## src/sv/csv_stream_tokenizer_assert.svh

```systemverilog
// Assertion macros for the CSV tokenizer.
`ifndef CSV_STREAM_TOKENIZER_ASSERT_SVH
`define CSV_STREAM_TOKENIZER_ASSERT_SVH

`ifndef SYNTHESIS

// Clocked check, off while reset is asserted.
`define CST_ASSERT(lbl, clk, rst_n, prop) \
  lbl: assert property (@(posedge clk) disable iff (!rst_n) prop) \
    else $error("csv tokenizer check failed");

// Clocked check that also runs through reset.
`define CST_ASSERT_ALWAYS(lbl, clk, prop) \
  lbl: assert property (@(posedge clk) prop) \
    else $error("csv tokenizer check failed");

`else

`define CST_ASSERT(lbl, clk, rst_n, prop)
`define CST_ASSERT_ALWAYS(lbl, clk, prop)

`endif

`endif

```

## src/sv/cst_pkg.sv

```systemverilog
`timescale 1ns / 1ps

package cst_pkg;

  localparam logic [7:0] CH_QUOTE = 8'h22;
  localparam logic [7:0] CH_CR    = 8'h0D;
  localparam logic [7:0] CH_LF    = 8'h0A;
  localparam logic [7:0] CH_COMMA = 8'h2C;

  typedef enum logic [1:0] {
    ERR_NONE    = 2'd0,
    ERR_UNTERM  = 2'd1,
    ERR_BAD_SEP = 2'd2,
    ERR_LONE_CR = 2'd3
  } cst_err_t;

  typedef struct packed {
    logic [7:0] in_byte;
    logic       in_last;
  } cst_item_t;

  typedef struct packed {
    logic       has_char;
    logic [7:0] char_out;
    logic       field_end;
    logic       record_end;
    cst_err_t   error_code;
  } cst_res_t;

endpackage

```

## src/sv/cst_if.sv

```systemverilog
`timescale 1ns / 1ps

interface cst_in_if;
  logic       valid;
  logic       ready;
  logic [7:0] in_byte;
  logic       in_last;

  modport source (output valid, output in_byte, output in_last, input ready);
  modport sink (input valid, input in_byte, input in_last, output ready);
endinterface

interface cst_out_if;
  logic       valid;
  logic       ready;
  logic       has_char;
  logic [7:0] char_out;
  logic       field_end;
  logic       record_end;
  logic [1:0] error_code;

  modport source (output valid, output has_char, output char_out, output field_end,
                  output record_end, output error_code, input ready);
  modport sink (input valid, input has_char, input char_out, input field_end,
                input record_end, input error_code, output ready);
endinterface

```

## src/sv/cst_in_reg.sv

```systemverilog
`timescale 1ns / 1ps

module cst_in_reg
  import cst_pkg::*;
(
  input  logic      clk,
  input  logic      rst_n,
  input  logic      in_valid,
  input  cst_item_t in_item,
  output logic      in_ready,
  input  logic      take,
  output logic      vld,
  output cst_item_t item
);

  logic      vld_r;
  cst_item_t item_r;

  assign in_ready = !vld_r || take;
  assign vld      = vld_r;
  assign item     = item_r;

  always_ff @(posedge clk) begin
    if (!rst_n) begin
      vld_r <= 1'b0;
    end else if (in_ready) begin
      vld_r <= in_valid;
    end
  end

  always_ff @(posedge clk) begin
    if (in_ready && in_valid) begin
      item_r <= in_item;
    end
  end

endmodule

```

## src/sv/cst_fsm.sv

```systemverilog
`timescale 1ns / 1ps

module cst_fsm
  import cst_pkg::*;
(
  input  logic      clk,
  input  logic      rst_n,
  input  logic      vld,
  input  cst_item_t item,
  output logic      take,
  output logic      out_valid,
  output cst_res_t  out_res,
  input  logic      out_ready
);

  typedef enum logic [2:0] {
    S_START  = 3'd0,
    S_LIT    = 3'd1,
    S_QUOTED = 3'd2,
    S_QSEEN  = 3'd3,
    S_CR     = 3'd4,
    S_DRAIN  = 3'd5
  } state_t;

  state_t   state_r, state_nxt;
  logic     out_valid_r;
  cst_res_t out_res_r;
  cst_res_t res;
  logic     emit;
  logic     out_free;
  logic     last;
  logic [7:0] b;
  logic     is_q, is_c, is_lf, is_cr;

  assign b     = item.in_byte;
  assign last  = item.in_last;
  assign is_q  = (b == CH_QUOTE);
  assign is_c  = (b == CH_COMMA);
  assign is_lf = (b == CH_LF);
  assign is_cr = (b == CH_CR);

  assign out_free  = !out_valid_r || out_ready;
  assign take      = vld && out_free;
  assign out_valid = out_valid_r;
  assign out_res   = out_res_r;

  always_comb begin
    state_nxt = state_r;
    emit      = 1'b0;
    res       = '0;
    res.error_code = ERR_NONE;
    case (state_r)
      S_QUOTED: begin
        if (is_q) begin
          if (last) begin
            state_nxt = S_START;
            emit = 1'b1;
            res.field_end  = 1'b1;
            res.record_end = 1'b1;
          end else begin
            state_nxt = S_QSEEN;
          end
        end else if (last) begin
          state_nxt = S_START;
          emit = 1'b1;
          res.error_code = ERR_UNTERM;
        end else begin
          emit = 1'b1;
          res.has_char = 1'b1;
          res.char_out = b;
        end
      end
      S_CR: begin
        emit = 1'b1;
        state_nxt = S_START;
        if (is_lf) begin
          res.field_end  = 1'b1;
          res.record_end = 1'b1;
        end else begin
          res.error_code = ERR_LONE_CR;
          if (!last) state_nxt = S_DRAIN;
        end
      end
      S_DRAIN: begin
        state_nxt = last ? S_START : S_DRAIN;
      end
      default: begin
        // field start, literal field and after a closing quote share separators
        if (is_q && state_r != S_LIT) begin
          if (state_r == S_QSEEN) begin
            emit = 1'b1;
            if (last) begin
              state_nxt = S_START;
              res.error_code = ERR_UNTERM;
            end else begin
              state_nxt = S_QUOTED;
              res.has_char = 1'b1;
              res.char_out = CH_QUOTE;
            end
          end else if (last) begin
            state_nxt = S_START;
            emit = 1'b1;
            res.error_code = ERR_UNTERM;
          end else begin
            state_nxt = S_QUOTED;
          end
        end else if (is_c) begin
          state_nxt = S_START;
          emit = 1'b1;
          res.field_end  = 1'b1;
          res.record_end = last;
        end else if (is_lf) begin
          state_nxt = S_START;
          emit = 1'b1;
          res.field_end  = 1'b1;
          res.record_end = 1'b1;
        end else if (is_cr) begin
          if (last) begin
            state_nxt = S_START;
            emit = 1'b1;
            res.error_code = ERR_LONE_CR;
          end else begin
            state_nxt = S_CR;
          end
        end else if (state_r == S_QSEEN) begin
          emit = 1'b1;
          res.error_code = ERR_BAD_SEP;
          state_nxt = last ? S_START : S_DRAIN;
        end else begin
          emit = 1'b1;
          res.has_char = 1'b1;
          res.char_out = b;
          if (last) begin
            state_nxt = S_START;
            res.field_end  = 1'b1;
            res.record_end = 1'b1;
          end else begin
            state_nxt = S_LIT;
          end
        end
      end
    endcase
  end

  always_ff @(posedge clk) begin
    if (!rst_n) begin
      state_r     <= S_START;
      out_valid_r <= 1'b0;
    end else begin
      if (take) begin
        state_r <= state_nxt;
      end
      if (out_free) begin
        out_valid_r <= take && emit;
      end
      if (take && emit) begin
        out_res_r <= res;
      end
    end
  end

endmodule

```

## src/sv/csv_stream_tokenizer.sv

```systemverilog
`timescale 1ns / 1ps
// Channel  Dir  Beat payload
// in_ch    in   in_byte[7:0], in_last
// out_ch   out  has_char, char_out[7:0], field_end, record_end, error_code[1:0]
//
// One byte per cycle while out_ch does not stall; a byte passes the input register,
// then the result register behind the parse state, before its result is on out_ch.
// Bytes that produce nothing (opening quote, quote inside a quoted field, CR,
// dropped bytes) give no beat.
// rst_n is synchronous, active low; it returns the parser to field start.
// A stalled out_ch holds the result; one more byte is buffered meanwhile.

`include "csv_stream_tokenizer_assert.svh"

module csv_stream_tokenizer
  import cst_pkg::*;
(
  input logic     clk,
  input logic     rst_n,
  cst_in_if.sink  in_ch,
  cst_out_if.source out_ch
);

  cst_item_t in_item;
  cst_item_t item;
  cst_res_t  res;
  logic      vld;
  logic      take;
  logic      out_valid;

  assign in_item.in_byte = in_ch.in_byte;
  assign in_item.in_last = in_ch.in_last;

  cst_in_reg u_in_reg (
    .clk      (clk),
    .rst_n    (rst_n),
    .in_valid (in_ch.valid),
    .in_item  (in_item),
    .in_ready (in_ch.ready),
    .take     (take),
    .vld      (vld),
    .item     (item)
  );

  cst_fsm u_fsm (
    .clk       (clk),
    .rst_n     (rst_n),
    .vld       (vld),
    .item      (item),
    .take      (take),
    .out_valid (out_valid),
    .out_res   (res),
    .out_ready (out_ch.ready)
  );

  assign out_ch.valid      = out_valid;
  assign out_ch.has_char   = res.has_char;
  assign out_ch.char_out   = res.char_out;
  assign out_ch.field_end  = res.field_end;
  assign out_ch.record_end = res.record_end;
  assign out_ch.error_code = res.error_code;

  `CST_ASSERT(a_err_alone, clk, rst_n,
    out_ch.valid && (out_ch.error_code != ERR_NONE) |->
      !out_ch.has_char && !out_ch.field_end && !out_ch.record_end)
  `CST_ASSERT(a_rec_has_field, clk, rst_n,
    out_ch.valid && out_ch.record_end |-> out_ch.field_end)
  `CST_ASSERT(a_in_stall, clk, rst_n,
    !in_ch.ready |-> vld && out_ch.valid && !out_ch.ready)
  `CST_ASSERT_ALWAYS(a_rst_clear, clk, !rst_n |=> !out_ch.valid)

endmodule
```

## src/flat_wrapper.sv

```systemverilog
// flat-port wrapper written by rule: the top's interface ports become plain ports
module csv_stream_tokenizer_flat import cst_pkg::*;
  (clk, rst_n, in_ch_valid, in_ch_in_byte, in_ch_in_last, in_ch_ready, out_ch_valid, out_ch_has_char, out_ch_char_out, out_ch_field_end, out_ch_record_end, out_ch_error_code, out_ch_ready);
  cst_in_if in_ch_i ();
  cst_out_if out_ch_i ();
  input logic clk;
  input logic rst_n;
  input wire logic [$bits(in_ch_i.valid)-1:0] in_ch_valid;
  input wire logic [$bits(in_ch_i.in_byte)-1:0] in_ch_in_byte;
  input wire logic [$bits(in_ch_i.in_last)-1:0] in_ch_in_last;
  output wire logic [$bits(in_ch_i.ready)-1:0] in_ch_ready;
  output wire logic [$bits(out_ch_i.valid)-1:0] out_ch_valid;
  output wire logic [$bits(out_ch_i.has_char)-1:0] out_ch_has_char;
  output wire logic [$bits(out_ch_i.char_out)-1:0] out_ch_char_out;
  output wire logic [$bits(out_ch_i.field_end)-1:0] out_ch_field_end;
  output wire logic [$bits(out_ch_i.record_end)-1:0] out_ch_record_end;
  output wire logic [$bits(out_ch_i.error_code)-1:0] out_ch_error_code;
  input wire logic [$bits(out_ch_i.ready)-1:0] out_ch_ready;
  assign in_ch_i.valid = in_ch_valid;
  assign in_ch_i.in_byte = in_ch_in_byte;
  assign in_ch_i.in_last = in_ch_in_last;
  assign in_ch_ready = in_ch_i.ready;
  assign out_ch_valid = out_ch_i.valid;
  assign out_ch_has_char = out_ch_i.has_char;
  assign out_ch_char_out = out_ch_i.char_out;
  assign out_ch_field_end = out_ch_i.field_end;
  assign out_ch_record_end = out_ch_i.record_end;
  assign out_ch_error_code = out_ch_i.error_code;
  assign out_ch_i.ready = out_ch_ready;
  csv_stream_tokenizer u_core (.clk(clk), .rst_n(rst_n), .in_ch(in_ch_i), .out_ch(out_ch_i));
endmodule
```

## config.mk

```make
export PLATFORM = sky130hd
export DESIGN_NAME = csv_stream_tokenizer_flat
export DESIGN_NICKNAME = d
export VERILOG_FILES = /design/src/sv/cst_pkg.sv /design/src/sv/cst_if.sv /design/src/sv/cst_in_reg.sv /design/src/sv/cst_fsm.sv /design/src/sv/csv_stream_tokenizer.sv /design/src/flat_wrapper.sv
export VERILOG_INCLUDE_DIRS = /design/src /design/src/sv
export SDC_FILE = /design/constraint.sdc
export NUM_CORES = 1
export LEC_CHECK = 0
export ABC_AREA = 1
export ABC_CLOCK_PERIOD_IN_PS = 2700
export BUFFER_PORTS_ARGS = -buffer_cell sky130_fd_sc_hd__buf_4
export CAP_MARGIN = 20
export CORE_MARGIN = 2
export CORE_UTILIZATION = 35
export DETAILED_ROUTE_END_ITERATION = 12
export SLEW_MARGIN = 10
export SYNTH_ARGS = -nofsm -noshare
export SYNTH_HDL_FRONTEND = slang
export SYNTH_SLANG_ARGS = --single-unit
```

## constraint.sdc

```tcl
create_clock -name clk -period 2.7 [get_ports clk]
set_clock_uncertainty 0.05 [all_clocks]
set_input_delay 0.675 -clock clk [delete_from_list [all_inputs] [get_ports clk]]
set_output_delay 0.675 -clock clk [all_outputs]
set_load 0.02 [all_outputs]
```

# --- Word level (Yosys, flattened, before mapping) ---
# Cells that the tools add are included.
word_totals:
  reg_bits: 27
  inputBits: 13
  out_inout_bits: 15
  wordCells: 78
op_classes:
  n_eq_ne: 10
  mux: 47
  n_reduce_logical: 11
ops:
  columns: ["op", "count"]
  rows:
  - ["two-way mux 9 bit", 7]
  - ["two-way mux 3 bit", 10]
  - ["two-way mux 2 bit", 14]
  - ["two-way mux 11 bit", 2]
  - ["one-hot mux 9 bit (2 select lines)", 1]
  - ["== test 8 x 4 -> 1 bit (second input constant)", 2]
  - ["== test 8 x 6 -> 1 bit (second input constant)", 2]
  - ["one-hot mux 4 bit (3 select lines)", 1]
  - ["two-way mux 1 bit", 10]
  - ["one-hot mux 3 bit (3 select lines)", 1]
  - ["== test 3 x 2 -> 1 bit (second input constant)", 2]
  - ["== test 3 bit (second input constant)", 2]
  - ["logical AND 1 bit", 4]
  - ["AND reduction 2 bit", 2]
  - ["!= test 3 x 1 -> 1 bit (second input constant)", 1]
  - ["!= test 3 x 2 -> 1 bit (second input constant)", 1]
  - ["one-hot mux 1 bit (3 select lines)", 1]
  - ["logical NOT 1 bit", 2]
  - ["logical OR 1 bit", 2]
  - ["OR reduction 2 bit", 1]

# --- Logic depth before layout (Yosys ltp) ---
depth:
  depth_word: 8
  mapped_depth: 10

# --- Hierarchy ---
# From an unflattened synthesis, not the netlist that was laid out.
hier_totals:
  cells_unflattened: 158
  area_unflattened_um2: 1367.6
by_module_without_submodules:
  columns: ["mod", "instances", "cells_per_inst", "area_per_inst_um2", "seq_area_each_um2"]
  rows:
  - ["cst_fsm", 1, 142, 1046.0, 470.5]
  - ["cst_in_reg", 1, 16, 321.6, 290.3]

# --- Worst setup path after synthesis ---
# Ideal clock, no wire load.
synth_timing:
  path_kind: "input to register"
  startpoint: "in out_ch_ready"
  endpoint: "reg u_core.u_fsm.out_res_r, in the netlist u_core.u_fsm.out_res[0], enable pin"
  setup_time_ps: 349
  arrival_ps: 1469
  required_time_ps: 2301
  path_slack_ps: 832
  stages: 8
  n_path_buf: 0
  cell_sequence: "inv_1 > nand2_1 > nand2_1 > nor3_1 > nand2_1 > nor2_1 > nand2_1 > inv_1"
synth_via:
  elab_chain_cells: 4
synth_lines:
  columns: ["element", "line_no", "rtl"]
  rows:
  - ["start: declaration", "flat_wrapper.sv:18", "input wire logic [$bits(out_ch_i.ready)-1:0] out_ch_ready;"]
  - ["logical OR 1 bit", "cst_fsm.sv:42", "assign out_free = !out_valid_r || out_ready;"]
  - ["logical AND 1 bit", "cst_fsm.sv:43", "assign take = vld && out_free;"]
  - ["logical AND 1 bit", "cst_fsm.sv:156", "if (take && emit) begin"]
  - ["AND reduction 2 bit (no source line)", null, null]
  - ["end signal: assignment", "cst_fsm.sv:157", "out_res_r <= res;"]
  - ["end: declaration", "cst_fsm.sv:27", "cst_res_t out_res_r;"]
# Every way passes these cells.
# A chain may end at the register's enable or synchronous reset.

# --- Worst setup path after layout ---
layout_timing:
  startpoint: "reg u_core.u_in_reg.item_r, in the netlist u_core.u_in_reg.item[6]"
  endpoint: "reg u_core.u_fsm.out_res_r, in the netlist u_core.u_fsm.out_res[4], enable pin"
layout_via:
  elab_chain_cells: 8
  elab_cells_between_ends: 13
  cone_classes: "eq/ne (4); mux (6); reduce/logical (3)"
layout_lines:
  columns: ["element", "line_no", "rtl"]
  rows:
  - ["start: declaration", "cst_in_reg.sv:17", "cst_item_t item_r;"]
  - ["start signal: assignment", "cst_in_reg.sv:33", "item_r <= in_item;"]
  - ["== test 8 x 4 -> 1 bit", "cst_fsm.sv:40", "assign is_cr = (b == CH_CR);"]
  - ["two-way mux 1 bit", "cst_fsm.sv:117", "end else if (is_cr) begin"]
  - ["two-way mux 1 bit", "cst_fsm.sv:112", "end else if (is_lf) begin"]
  - ["two-way mux 1 bit", "cst_fsm.sv:107", "end else if (is_c) begin"]
  - ["two-way mux 1 bit", "cst_fsm.sv:89", "if (is_q && state_r != S_LIT) begin"]
  - ["one-hot mux 1 bit (3 select lines) *", "cst_fsm.sv:52", "case (state_r)"]
  - ["logical AND 1 bit *", "cst_fsm.sv:156", null]
  - ["AND reduction 2 bit (no source line) *", null, null]
# Every way passes the cells marked *; elsewhere a longest branch is shown, timed or not.

==> results.txt <==
The leakage component of the power is 0.8216 nW. The largest total area in the synthesized netlist belongs to sky130_fd_sc_hd__edfxtp_1. After detailed routing, the average wire length per cell comes to 10.79 um. The arrival time of the worst setup path came out at 1.88 ns. The wire length of the first global-routing pass is 4.512 mm. The number of diodes is 0. The run finished with clean final reports.

The routed design has 2.741 mm of wire. Of the post-synthesis cell area, the dominant cell type holds 46.48%. The slowest cell on the critical path is sky130_fd_sc_hd__edfxtp_1. For this design, the CTS-stage hold fixing added 0 buffers.

Along the worst path, the maximum fanout reaches 13. The floorplan has 23 rows. The critical path is of the reg2reg type. The root buffer cell is sky130_fd_sc_hd__clkbuf_8. The post-synth net total came out at 186.

The worst-case clock buffer depth came out at 2. STA classifies the critical path endpoint as a register. The share of the cycle needed by the critical path after routing came out at 72.89%. On the worst path, the slowest cell contributes a delay of 0.48 ns.

The post-cts resize count is 0. The number of buffers created by CTS is 3. The register area share after synthesis is 53.52%. Timing analysis after detailed placement gives a worst setup slack of 0.5354 ns. TritonCTS built the clock tree. The height of the die came out at 67.73 um.

The detailed-route via count came out at 1198. After legalization and detailed placement, the total HPWL measured 2.088 mm. For met1 alone, demand over resource in global routing was 17.59%. In this run the worst hold path is classified as reg2reg. Traced cell by cell, the critical path runs through nor2_1 > nand2_1 > nor2_1 > nand2_1 > nor2_1 > nor2_1 > nand2_1 > inv_1.

Tracing the worst setup path back leads to its startpoint at u_core.u_in_reg.item[6]$_DFFE_PP_. The number of cells produced by synthesis came out at 173. The flip-flop and latch count after synthesis came out at 27. The fraction of layout instances using a drive strength above 1 is 23.04%. The layer flagged by global routing as most heavily used is met2. By area the synthesized netlist is led by sky130_fd_sc_hd__edfxtp_1 (46%), sky130_fd_sc_hd__nand2_1 (13%), sky130_fd_sc_hd__dfxtp_1 (7.0%). The initial antenna violation count is 0.

In this run the horizontal extent of the chip is 67.73 um. After filler insertion, the fill cell instance count of the layout stands at 413. The number of nets with antenna violations after routing is 0. The number of buffers added on ports came out at 27. The die area came out at 0.004587 mm2. Headroom to the max-slew limit came out at 66.08%. By instance count, the cell type seen most on the critical path is sky130_fd_sc_hd__nor2_1. After clock tree synthesis, the setup repair step added 0 buffers. The count of final hold-check violations is 0. The mapped netlist covers 0.001421 mm2. The number of pins with negative max-slew slack in the final report is 0. The via count of the first global-routing pass is 1009. The number of remaining DRC errors is 0. The area growth from synthesis to layout is 21.92%. The region available for standard cell placement spans 0.003943 mm2.

The number of setup violations in the final report is 0. The largest vdd supply drop is 232.9 uV. The worst setup path is launched from a register. In this run the most critical hold path is launched from u_core.u_fsm.out_valid$_SDFFE_PN0P_. For this run, the detailed router's first-pass iteration total came to 4. After layout, the worst setup slack is 0.7320 ns.

The Yosys step of the flow raised 0 warnings. The time the final worst path needs with I/O delays and setup came out at 1.968 ns. In the routed layout, each cell is associated on average with a via count of 4.717. The largest net degree at the start of global routing came out at 16.

The met3 demand-to-capacity share in global routing came out at 1.500%. The slew at the pin closest to its max-slew limit came out at 0.5083 ns. The count of unique library cells instantiated by Yosys came out at 21. In this run the number of H-tree levels came out at 1. The tree built by TritonCTS fans out to 27 sinks. The fmax came out at 508.1 MHz. In this run the power density over the cells is 493.1 mW/mm2. The worst register-to-register path begins at u_core.u_in_reg.item[6]$_DFFE_PP_.

For this run, global-route usage on met2 was measured as 20.34%. Across the run, the number of max-cap violations was 0. The insertion delay to the later sink of the worst-skew pair came out at 0.28 ns. For this block, the initial DRC count from the detailed router was 56. The number of top-level design ports came out at 28. Global routing used 13.33% of the available tracks across all layers. The clock transition at the registers of the reported paths is 0.09 ns. At the worst endpoint, the required time is 2.61 ns. The remaining global-route overflow is 0. The post-layout net count is 218.

The routability congestion estimate is 0.9011. The average cell area after synthesis came out at 8.216 um2. The post-route setup TNS came out at 0 ns. Setup repair after global routing left no endpoint under its margin.

Once the floorplan was initialized, standard cells occupied 36.05% of the core.
==> flip-flops by register name, indices dropped and copies added (netlist names) <==
signal	cells
u_core.u_fsm.out_res	13
u_core.u_in_reg.item	9
u_core.u_fsm.out_valid	1
u_core.u_fsm.state_r	3
u_core.u_in_reg.vld	1
==> synthesized netlist by cell type <==
| cell type | number |
|---|---|
| sky130_fd_sc_hd__a21oi_1 | 2 |
| sky130_fd_sc_hd__a32oi_1 | 1 |
| sky130_fd_sc_hd__dfxtp_1 | 5 |
| sky130_fd_sc_hd__edfxtp_1 | 22 |
| sky130_fd_sc_hd__inv_1 | 25 |
| sky130_fd_sc_hd__inv_2 | 4 |
| sky130_fd_sc_hd__nand2_1 | 51 |
| sky130_fd_sc_hd__nand2_2 | 5 |
| sky130_fd_sc_hd__nand3_1 | 9 |
| sky130_fd_sc_hd__nand3_2 | 1 |
| sky130_fd_sc_hd__nand3_4 | 1 |
| sky130_fd_sc_hd__nand4_1 | 6 |
| sky130_fd_sc_hd__nor2_1 | 26 |
| sky130_fd_sc_hd__nor2_2 | 2 |
| sky130_fd_sc_hd__nor2_4 | 1 |
| sky130_fd_sc_hd__nor3_1 | 6 |
| sky130_fd_sc_hd__nor3_4 | 1 |
| sky130_fd_sc_hd__o21ai_0 | 2 |
| sky130_fd_sc_hd__o21ai_1 | 1 |
| sky130_fd_sc_hd__o21ai_2 | 1 |
| sky130_fd_sc_hd__o311ai_0 | 1 |
==> cell type report <==
cell class / count / area (um2) / area share, %
inverters: 29 / 108.9 / 6.282
repair buffers: 27 / 202.7 / 11.70
flip-flops and latches: 27 / 760.7 / 43.90
multi-input cells: 117 / 551.8 / 31.84
well taps: 50 / 62.56 / 3.610
clock inverters: 1 / 5.005 / 0.2888
clock buffers: 3 / 41.29 / 2.383
==> critical path, delay by kind of cell, from the launching register on <==
kind / cells / cell delay, ns
flip-flops: 1 / 0.48
AND/OR/NAND/NOR: 7 / 0.89
buffers and inverters: 1 / 0.23
==> metrics by stage <==
step,power (mW),utilization (%),instances,hold slack (ns),cell area (um2)
final,0.8545,43.95,254,0.4715,1733
after global routing,0.8999,43.95,254,0.5047,1733
after CTS,0.8662,43.95,254,0.4730,1733
after detailed placement,0.6327,42.78,250,0.4503,1687
after global placement,0.6319,42.78,250,0.4581,1687
after floorplan,0.5883,-,173,0.4623,1421
==> layer usage <==
metal / up-vias / wire length, um
met5: - / 0
met4: 0 / 95
met3: 7 / 159
met2: 42 / 1216
met1: 528 / 1269
li1: 621 / -
==> cell families after synthesis <==
kind of cell / share of synthesized area [%]
buf+inv: 7.658
simple gates: 35.21
flops: 53.52
compound gates: 3.609
==> report_power, final <==
part           internal (mW)  switching, mW
logic                 0.0504         0.0803
clock network          0.104          0.128
registers              0.477         0.0154
total                  0.631          0.223
==> final timing paths <==
path / end / slack (ns) / depth (start not counted)
worst max-delay path: u_core.u_fsm.out_res[4]$_DFFE_PP_ / 0.73 / 8
worst min-delay path: u_core.u_fsm.out_valid$_SDFFE_PN0P_ / 0.47 / 2
worst max register to register: u_core.u_fsm.out_res[4]$_DFFE_PP_ / 0.73 / 8
worst min register to register: u_core.u_fsm.out_valid$_SDFFE_PN0P_ / 0.47 / 2
==> layout by cell type (no fill, tap or decap) <==
| master | instances |
|---|---|
| sky130_fd_sc_hd__a21oi_1 | 2 |
| sky130_fd_sc_hd__a32oi_1 | 1 |
| sky130_fd_sc_hd__buf_4 | 27 |
| sky130_fd_sc_hd__clkbuf_8 | 3 |
| sky130_fd_sc_hd__clkinv_2 | 1 |
| sky130_fd_sc_hd__dfxtp_1 | 5 |
| sky130_fd_sc_hd__edfxtp_1 | 22 |
| sky130_fd_sc_hd__inv_1 | 25 |
| sky130_fd_sc_hd__inv_2 | 4 |
| sky130_fd_sc_hd__nand2_1 | 51 |
| sky130_fd_sc_hd__nand2_2 | 5 |
| sky130_fd_sc_hd__nand3_1 | 9 |
| sky130_fd_sc_hd__nand3_2 | 1 |
| sky130_fd_sc_hd__nand3_4 | 1 |
| sky130_fd_sc_hd__nand4_1 | 6 |
| sky130_fd_sc_hd__nor2_1 | 26 |
| sky130_fd_sc_hd__nor2_2 | 2 |
| sky130_fd_sc_hd__nor2_4 | 1 |
| sky130_fd_sc_hd__nor3_1 | 6 |
| sky130_fd_sc_hd__nor3_4 | 1 |
| sky130_fd_sc_hd__o21ai_0 | 2 |
| sky130_fd_sc_hd__o21ai_1 | 1 |
| sky130_fd_sc_hd__o21ai_2 | 1 |
| sky130_fd_sc_hd__o311ai_0 | 1 |
No activity file was read; power rests on OpenSTA's default activity.
